===== src/rtl/fppe_pkg.sv =====
// ----------------------------------------------------------------------------
// fppe_pkg
// Shared constants, types and tables of the fourth-power phase estimator.
// ----------------------------------------------------------------------------
package fppe_pkg;

	localparam int BLOCK_LOG    = 13;
	localparam int BLOCK_LEN    = 1 << BLOCK_LOG;
	localparam int CNT_W        = BLOCK_LOG;
	localparam int PHASE_BITS   = 13;
	localparam int CORDIC_STEPS = 20;
	localparam int SUM_W        = 46;
	localparam int PADDR_W      = 3;
	localparam int PDATA_W      = 32;

	localparam logic [PHASE_BITS-1:0] STEP_RESET = PHASE_BITS'(1851);
	localparam logic [PADDR_W-1:0]    ADDR_PHASE_STEP = PADDR_W'(0);

	typedef struct packed {
		logic signed [SUM_W-1:0] sum_cos;
		logic signed [SUM_W-1:0] sum_sin;
	} sums_t;

	typedef enum logic [1:0] {
		B_IDLE,
		B_PREP,
		B_RUN,
		B_DONE
	} back_state_t;

	// arctan(2^-i) in 2^-32 turn units
	function automatic logic [31:0] atan_turn(input logic [4:0] i);
		logic [31:0] a;
		case (i)
			5'd0:    a = 32'd536870912;
			5'd1:    a = 32'd316933406;
			5'd2:    a = 32'd167458907;
			5'd3:    a = 32'd85004756;
			5'd4:    a = 32'd42667331;
			5'd5:    a = 32'd21354465;
			5'd6:    a = 32'd10679838;
			5'd7:    a = 32'd5340245;
			5'd8:    a = 32'd2670163;
			5'd9:    a = 32'd1335087;
			5'd10:   a = 32'd667544;
			5'd11:   a = 32'd333772;
			5'd12:   a = 32'd166886;
			5'd13:   a = 32'd83443;
			5'd14:   a = 32'd41722;
			5'd15:   a = 32'd20861;
			5'd16:   a = 32'd10430;
			5'd17:   a = 32'd5215;
			5'd18:   a = 32'd2608;
			5'd19:   a = 32'd1304;
			default: a = 32'd0;
		endcase
		return a;
	endfunction

	// Q1.15 amplitude levels
	function automatic logic signed [15:0] level_q15(input logic [1:0] sel);
		logic signed [15:0] l;
		case (sel)
			2'd0:    l = 16'sd10922;
			2'd1:    l = -16'sd32768;
			2'd2:    l = -16'sd10922;
			default: l = 16'sd32767;
		endcase
		return l;
	endfunction

endpackage


===== src/rtl/fppe_queue.sv =====
// ----------------------------------------------------------------------------
// fppe_queue
// Two-entry queue of frame sums between the sample pipeline and the back end.
// ----------------------------------------------------------------------------
module fppe_queue (
	input  logic            clk,
	input  logic            arst_n,
	input  logic            push,
	input  fppe_pkg::sums_t wdata,
	output logic            full,
	input  logic            pop,
	output fppe_pkg::sums_t rdata,
	output logic            empty
);
	import fppe_pkg::*;

	sums_t      mem_q [0:1];
	logic       wr_q, rd_q;
	logic [1:0] cnt_q;
	logic       do_push, do_pop;

	assign full    = (cnt_q == 2'd2);
	assign empty   = (cnt_q == 2'd0);
	assign do_push = push && !full;
	assign do_pop  = pop && !empty;
	assign rdata   = mem_q[rd_q];

	always_ff @(posedge clk or negedge arst_n) begin
		if (!arst_n) begin
			wr_q  <= 1'b0;
			rd_q  <= 1'b0;
			cnt_q <= 2'd0;
		end else begin
			if (do_push) wr_q <= ~wr_q;
			if (do_pop)  rd_q <= ~rd_q;
			case ({do_push, do_pop})
				2'b10:   cnt_q <= cnt_q + 2'd1;
				2'b01:   cnt_q <= cnt_q - 2'd1;
				default: cnt_q <= cnt_q;
			endcase
		end
	end

	always_ff @(posedge clk) begin
		if (do_push) mem_q[wr_q] <= wdata;
	end

endmodule


===== config.mk =====
export PLATFORM = sky130hd
export DESIGN_NAME = fppe_queue
export DESIGN_NICKNAME = d
export VERILOG_FILES = /design/src/rtl/fppe_pkg.sv /design/src/rtl/fppe_queue.sv
export SDC_FILE = /design/constraint.sdc
export NUM_CORES = 1
export LEC_CHECK = 0
export BUFFER_PORTS_ARGS = -buffer_cell sky130_fd_sc_hd__clkbuf_2
export CORE_MARGIN = 10
export CORE_UTILIZATION = 52
export DETAILED_ROUTE_END_ITERATION = 8
export PLACE_DENSITY = 0.77
export SLEW_MARGIN = 10
export SYNTH_ARGS = -nofsm -noshare
export SYNTH_HDL_FRONTEND = slang
export SYNTH_SLANG_ARGS = --single-unit

===== constraint.sdc =====
create_clock -name clk -period 6.3 [get_ports clk]
set_input_delay 1.26 -clock clk [delete_from_list [all_inputs] [get_ports clk]]
set_output_delay 1.26 -clock clk [all_outputs]
set_load 0.01 [all_outputs]

; ---- Word-level counts from Yosys, hierarchy flattened
; Memories as Yosys holds them, arrays and structs flattened.
; Index checks and enable logic that the tools add are counted.
[classes]
addsub = 2
eq_ne = 3
n_mux = 3
bitwise_logic = 2
reduce_logical = 6
[ops]
columns = op, n
row1 = "equality test 2 bit, second input constant", 2
row2 = one-hot mux 2 bit (2 select lines), 1
row3 = "adder 2 x 1 -> 2 bit, second input constant", 1
row4 = "equality test 2 x 1 -> 1 bit, second input constant", 1
row5 = logical AND 1 bit, 2
row6 = logical NOT 1 bit, 2
row7 = logical NOT 2 bit, 1
row8 = two-way mux 1 bit, 2
row9 = NOT 1 bit, 2
row10 = nonzero test 2 bit, 1
row11 = "subtractor 2 x 1 -> 2 bit, second input constant", 1
[word_totals]
ff_bits = 4
ramBits = 184
in_bits = 96
out_inout_bits = 94
mem_count = 1
[memory_table]
columns = name, depth, word_bits, read_ports, rd_clocked_by_memory_dff, wr, line
row1 = mem_q, 2, 92, 1, 0, 1, fppe_queue.sv:17  ; sums_t mem_q [0:1];

; ---- Longest topological paths before layout
; Gate-level depths: netlist (run 1).
[depth]
word_depth = 5
mapped_depth = 6
ltp_nobuf = 6

; ---- Least setup slack after synthesis (run 1)
; OpenSTA, ideal clock, no wires.
[synth_timing]
path_kind = input port to flip-flop
start = input port push
end = memory mem_q[0][0] (netlist bit) (enable)
setup_time_ps = 543
t_arrival_ps = 5186
setup_slack_ps = 571
stages = 2
n_path_buf = 0
path_cell_list = nand2_1 > nor2_1
[synth_via]
elab_chain_cells = 3
[synth_rtl]
columns = item, line
row1 = from (decl), fppe_queue.sv:8  ; input logic push,
row2 = logical AND 1 bit, fppe_queue.sv:24  ; assign do_push = push && !full;
row3 = two-way mux 1 bit, fppe_queue.sv:45  ; if (do_push) mem_q[wr_q] <= wdata;
row4 = two-way mux 1 bit (not written as such), fppe_queue.sv:45
row5 = to (decl), fppe_queue.sv:17
; Every way passes these cells.

==> results.md, run 1 <==
Yosys:
- After synthesis, the mean cell area works out to 23.4 sq um.
- After technology mapping, the gate count stands at around 300.
- Yosys mapped the design onto 16 distinct sky130hd cell types.
- edfxtp_1 takes more of the synthesized area than any other cell.
- The sequential share of the synthesized area is 0.791.
- After synthesis, the cell types taking the most area are edfxtp_1 78%, mux2_4 15%, mux2_2 3.5%.
- The number of synthesis warnings is 0.
- In this run, synthesis produced a sequential element count of 188.
- The mapped netlist covers roughly 7100 sq um.
- The fraction of synthesized cell area taken by the top area cell type is 0.777.
- Synthesis produced a netlist with a net count of between 400 and 500.

Global routing:
- The remaining global-route overflow is 0.
- Entering global routing, the biggest net connects between 60 and 70 pins.
- The number of antenna violations at the first check in global routing came to 1.
- In the global route stage, met3 resource usage came out at 0.0616.
- The first global-routing pass estimated 19300 um of wire.
- The met1 routing resource usage after global routing is 0.155.
- For met2 alone, demand over resource in global routing was 0.220.
- The most utilized layer in the global route result is met2.
- The via count of the first global-routing pass came to approximately 3700.
- The global-route usage over all layers is 0.137.

Pwr:
- Cell internal power was estimated by the tool at between 2000 and 3000 uW.
- The sequential share of power is 0.462.
- The power spent charging and discharging nets is ~1200 uW.
- Dividing total power by cell area gives a power density of between 400 and 500 nW/um^2.
- Of the total power, the clock network draws 0.235.
- The share of total power consumed by net switching is 0.296.
- The design draws roughly 4100 uW.
- The fraction of power consumed by combinational cells is 0.303.
- The highest ir drop seen on vdd is roughly 270 uV.
- In this run the static leakage power is ~0.0035 uW.

Worst setup path:
- In this run the number of cells on the critical path is 3.
- Among cell families on the critical path, the largest total delay comes from flip-flops.
- Of all nets on the critical path, the largest fanout is a little under 60.
- The signal on the critical path passes through buf_4, mux2_2, clkbuf_2.
- STA classifies the critical path startpoint as a flop.
- The largest single stage delay on the critical path is roughly 1100 ps.
- The most critical setup path has its startpoint at rd_q.
- The data arrival time at the worst-slack endpoint is between 2000 and 3000 ps.
- The slowest stage of the critical path is the dfrtp_4 cell.
- The flop-to-flop setup slack is between 3000 and 4000 ps.
- STA classifies the critical path endpoint as an output port.
- The worst endpoint required time is between 5000 and 6000 ps.
- The critical register-to-register path startpoint is cnt_q[0].
- Measured in cells, the most critical reg-to-reg path has a length of 4.
- The capturing element of the worst setup path is rdata[86].
- In this run the critical register-to-register path is captured at mem_q[0][5].
- The combined buffer and inverter count along the critical path is 2.
- The critical path class is reg2out.

CTS:
- The master cell of the clock root buffer is clkbuf_16.
- The CTS H-tree depth is 4.
- The number of setup buffers added after CTS is 0.
- The clock network latency to the later pin of the worst-skew pair is 410 ps.
- The post-cts resize count is 0.
- After clock tree synthesis, the clock-pin slew on the worst setup and hold paths is ~60 ps.
- The maximum buffer depth of the clock tree is 2.
- The CTS tree is yes.
- The number of hold buffers added after CTS is 0.
- Counting the buffers created by CTS gives 17.
- CTS saw between 150 and 200 sinks.

Final layout:
- The filler cell count is roughly 900.
- The final layout contains approximately 600 nets.
- The top cell types in the final layout, fill and taps aside, are 189 x clkbuf_2, 184 x edfxtp_1, 70 x mux2_4.
- The area growth from synthesis to final layout is 23.3%.
- The most common cell after layout, fill and taps aside is clkbuf_2.
- The share of layout cells above drive strength 1 is 0.614.

Floorplanning:
- The width of the chip is between 100 and 150 um.
- The area of the die is about 19000 sq um.
- The number of I/O pins is 190.
- The floorplan has 42 rows.
- For this configuration, the core starts out at a cell density of 0.533.
- The die height is approximately 140 um.
- The core area is 13300 sq um.

Hold path:
- The cell depth of the worst hold path is 1.
- The tightest min-delay check is of the reg2reg type.

STA:
- The count of final max-slew check failures was 0.
- The clock period minus worst slack is 3960 ps.
- Setup repair after global routing left no endpoint under its margin.
- The transition time of the tightest slew-check pin is around 1000 ps.
- In the final timing run, aggregate negative setup slack is 0 ps.
- The normalized max-slew margin is 0.300.
- For this run, the top clock speed supported by timing is approximately 0.25 GHz.
- The number of hold violations in the final report is 0.
- The final cycle utilization of the critical path is 0.628.
- Setup violations remaining at the end of the flow were counted as 0.
- The setup clock skew after layout is around 4.2 ps.

Route:
- In the final routed layout, each cell accounts on average for approximately 19 um.
- The via-per-instance ratio is between 4 and 5.
- The vias after detailed routing is between 3000 and 4000.
- The number of routed nets with antenna violations is 0.
- The final layout contains routed wiring with a total length of approximately 13000 um.
- The remaining routing DRC violations is 0.
- The detailed-router iteration count before antenna repair is 4.
- The number of DRC violations after detailed-routing iteration 0 is between 100 and 150.

Run status:
- The run finished with clean final reports.

Placement:
- The weighted congestion reported at the end of routability-driven placement is 0.728.
- The placed wire-length estimate is just over 9000 um.
- Input and output buffers added on the ports amount to 189.

Run:
- Across the run, the number of max-cap violations was 0.
-- metal layers --
metal,share of wire,up-vias
met1,0.38,1666
met2,0.49,137
met3,0.11,18
met4,0.017,0
met5,0,-
li1,-,1608
-- cell families (layout without fill, tap and decap cells) --
family                   Yosys count  in the layout  synth area share
XOR/XNOR                           5              5           0.00616
adder cells (fa/ha/maj)            1              1           0.00176
buffers and inverters             11            225            0.0141
flip-flops                       188            188             0.791
multiplexers                      92             92             0.183
other                              0              1                 0
AND/OR/NAND/NOR                    7              7           0.00475
-- worst reg2reg max path, cell delays in order, from the launching register on --
cell and delay, ps:
dfrtp_1 410, nand2b_1 170, nand2_1 150, nor2_4 720, buf_4 780
-- layout make-up --
type / instances / area, sq um / share of cell area
Clock buffer: 17 / 425 / 0.0485
Sequential cell: 188 / 5630 / 0.642
Inverter: 1 / 3.75 / 0.000428
Antenna cell: 1 / 2.50 / 0.000285
Timing Repair Buffer: 192 / 968 / 0.110
Clock inverter: 15 / 119 / 0.0136
Tap cell: 176 / 220 / 0.0251
Multi-Input combinational cell: 105 / 1400 / 0.160
-- state kept, by name, summed over array words and instances (netlist names) --
register  count
wr_q          1
rd_q          1
mem_q       184
cnt_q         2
-- through the flow --
| step | hold WS [ps] | area [sq um] | std cells | utilization | setup slack, ps |
|---|---|---|---|---|---|
| final | 508 | 8770 | 695 | 0.657 | 2340 |
| after detailed placement | 493 | 8220 | 662 | 0.616 | 2700 |
| after global placement | 482 | 8220 | 662 | 0.616 | 2710 |
| after CTS | 506 | 8770 | 694 | 0.657 | 2230 |
| after floorplan | 461 | 7110 | 304 | - | 571 |
| after global routing | 516 | 8770 | 694 | 0.657 | 2140 |
-- cell usage after synthesis --
master	count
mux2_4	70
buf_4	1
buf_2	2
ha_1	1
xnor2_1	3
nor2_1	3
buf_6	7
nand2b_1	1
inv_1	1
nor2b_1	1
edfxtp_1	184
nand2_1	1
mux2_2	22
dfrtp_1	4
and3_1	1
xor2_1	2
-- how the worst min path moves through the flow --
| stage | slack (ps) | from | end |
|---|---|---|---|
| global placement | 480 | cnt_q[1] | cnt_q[1] |
| global route | 520 | cnt_q[1] | cnt_q[1] |
| finish | 510 | cnt_q[1] | cnt_q[1] |
| detailed placement | 490 | cnt_q[1] | cnt_q[1] |
| floorplan | 460 | wr_q | wr_q |
| CTS | 510 | cnt_q[1] | cnt_q[1] |
-- power groups by stage --
stage	Clock (uW)	Combinational, uW	Sequential [uW]
5_1_grt	1030	1320	1910
2_1_floorplan	0	933	1820
4_1_cts	976	1260	1890
3_3_place_gp	0	1250	1890
3_5_place_dp	0	1260	1910
6_report	954	1230	1880
No activity file was read; power rests on OpenSTA's default activity.
==> inputs of run 2 (changes only) <==
- clock period: 6.3 -> 3.69 ns (I/O delays scaled with it)
==> results.md, run 2 (synthesis results as in run 1) <==
Route:
- The via-per-instance ratio is 4.97.
- In the final routed layout, each cell accounts on average for about 19 um.
- After detailed routing, the total wire length is roughly 13000 um.
- The number of routed nets with antenna violations is 0.
- The detailed-router iteration count before antenna repair is 4.
- The remaining routing DRC violations is 0.
- Detailed routing inserted a total of 3464 vias.
- The number of DRC violations after detailed-routing iteration 0 is about 180.

CTS:
- Post-CTS repair changed the size of 0 cells.
- The later pin in the worst-skew pair is clocked with a latency of roughly 400 ps.
- Hold repair after CTS inserted 0 buffers.
- The number of setup buffers added after CTS is 0.
- The CTS tree is yes.
- The master cell of the clock root buffer is clkbuf_16.
- The clock passes through at most 2 buffers.
- The CTS H-tree depth is 4.
- The clock-pin transition on the worst setup and hold timing paths is around 60 ps.
- The clock drives between 150 and 200 sinks.
- The number of CTS-inserted buffers is 17.

STA:
- On the final layout, the worst clock skew is between 4 and 5 ps.
- The sum of negative setup slack is 0 ps.
- The count of final max-slew check failures is 0.
- The final cycle utilization of the critical path is 0.749.
- The clock period minus worst slack is between 2000 and 3000 ps.
- The number of hold violations in the final report is 0.
- The worst pin sits at a relative slew slack of 0.547.
- Setup repair after global routing left no endpoint under its margin.
- For this run, the top clock speed supported by timing is about 0.36 GHz.
- Setup violations remaining at the end of the flow were counted as 0.
- On the final layout, the worst hold slack is approximately 120 ps.
- At the pin with the least slew margin, the transition time is 679 ps.

Global routing:
- For this run, the total global-route usage over all layers was measured as 0.141.
- The number of antenna violations at the first check in global routing is 1.
- The pin count of the biggest net entering global routing is 53.
- The first-pass GRT wire length is 19800 um.
- The via count of the first global-routing pass is 3796.
- The remaining global-route overflow is 0.

Floorplanning:
- The die height is 137 um.
- The die covers 18800 sq um.
- between 150 and 200 I/O pins were placed.
- The initial utilization of the core area, before any placement, comes to 0.533.
- The core area is approximately 13000 sq um.
- The die is 137 um wide.
- The number of cell rows is 42.

Final layout:
- Leaving out filler cells and counting taps, the final layout contains around 700.
- The most common cell after layout, fill and taps aside is clkbuf_2.
- Compared with the post-synthesis result, the final layout area differs by 24.1%.
- After routing the design area is approximately 8800 sq um.
- The largest registers in the layout are mem_q x184, cnt_q x2.
- The library cells used most frequently in the layout, excluding fill and tap cells, are 189 x clkbuf_2, 184 x edfxtp_1, 70 x mux2_4.
- The number of flip-flops in the largest register is about 180.
- The final antenna diode count is 0.
- Counting the fill cells in the layout gives ~920.
- The register with the most flip-flops in the final layout is mem_q.
- The share of layout cells above drive strength 1 is 0.612.
- After the last flow step, the layout net total stands at just over 600.

Pwr:
- IR analysis of the VDD net gives a maximum drop of 490 uV.
- In this run the power density over the cells is around 800 nW/um^2.
- Summed over all cells, the static leakage comes to approximately 0.0036 uW.

Worst setup path:
- The critical path starts at rd_q.
- The critical register-to-register path startpoint is cnt_q[0].
- The critical path goes through buf_4, mux2_2, clkbuf_2.
- The slowest cell on the critical path is dfrtp_4.
- The critical path contains buffers and inverters numbering 2 combined.
- Along the worst path, the maximum fanout reaches 28.
- The largest single stage delay on the critical path is between 700 and 800 ps.
- The nature of the critical path startpoint is a flop.
- By startpoint and endpoint, the worst setup path is classified as reg2out.
- The flop-to-flop setup slack is about 1800 ps.
- The data arrival time at the worst-slack endpoint is between 2000 and 2500 ps.
- The total number of cells along the worst setup path is 3.
- The worst endpoint required time is around 3000 ps.
- Counting cells, the worst reg-to-reg path comes to 3.
- On the critical path the largest part of the delay comes from flip-flops.
- STA classifies the critical path endpoint as an output port.
- The worst reg2reg path endpoint is mem_q[1][19].

Placement:
- In this run, placement finished with an instance count of ~670.
- The count of buffers added on input and output ports is 189.
- The post-detailed-placement cell area is approximately 8300 sq um.
- Detailed placement ended at an HPWL of just under 10000 um.
- The weighted congestion reported at the end of routability-driven placement is between 0.7 and 0.8.

Run status:
- The run finished with clean final reports.

Hold path:
- The class of the tightest hold or removal check is in2async.

Run:
- The tool flagged a number of max-cap violations equal to 0.
run 2: cell types whose count changed in the layout (fill, tap and decap cells not counted), moves of 2 or more:
cell,before,now
clkinv_2,1,7
clkinv_4,5,2
bufinv_16,0,2
clkinvlp_4,5,1
buf_12,0,2
clkinv_1,1,3
inv_6,2,0
run 2: worst reg2reg max path, stage by stage (launching register included):
cell and delay (ps):
dfrtp_1 420, nand2b_1 170, and3_4 600, buf_12 360
run 2: final cells by class:
| type | instances | area [sq um] | area share |
|---|---|---|---|
| flip-flops and latches | 188 | 5630 | 0.638 |
| multi-input cells | 105 | 1400 | 0.159 |
| repair buffers | 195 | 1020 | 0.115 |
| clock buffers | 17 | 425 | 0.0482 |
| well taps | 176 | 220 | 0.0249 |
| clock inverters | 15 | 131 | 0.0149 |
| inverters | 1 | 3.75 | 0.000425 |
run 2: per-layer routing:
layer  up-vias  wire [um]  track usage
met4         2        219       0.0568
li1       1616          -            -
met1      1688       5260        0.160
met2       136       6510        0.227
met3        22       1380       0.0652
met5         -         17            0
run 2: how the worst max path moves through the flow:
stage                     slack (ps)           to
after floorplan                   30  mem_q[0][0]
after global placement          1370    rdata[84]
after detailed placement        1340     rdata[0]
after CTS                        870     rdata[0]
after global routing             830    rdata[90]
final                            920    rdata[84]
run 2: stage by stage:
step	setup WS [ps]	utilization	total power, uW
2_1_floorplan	30.1	-	4690
3_3_place_gp	1370	0.620	5380
3_5_place_dp	1340	0.620	5450
4_1_cts	874	0.661	7150
5_1_grt	828	0.661	7380
6_report	925	0.661	7030
run 2: where the power goes:
part / internal [uW] / total (uW) / switching, uW
Clock: 982 / 1690 / 710
Combinational: 1110 / 2220 / 1110
Sequential: 2920 / 3120 / 194
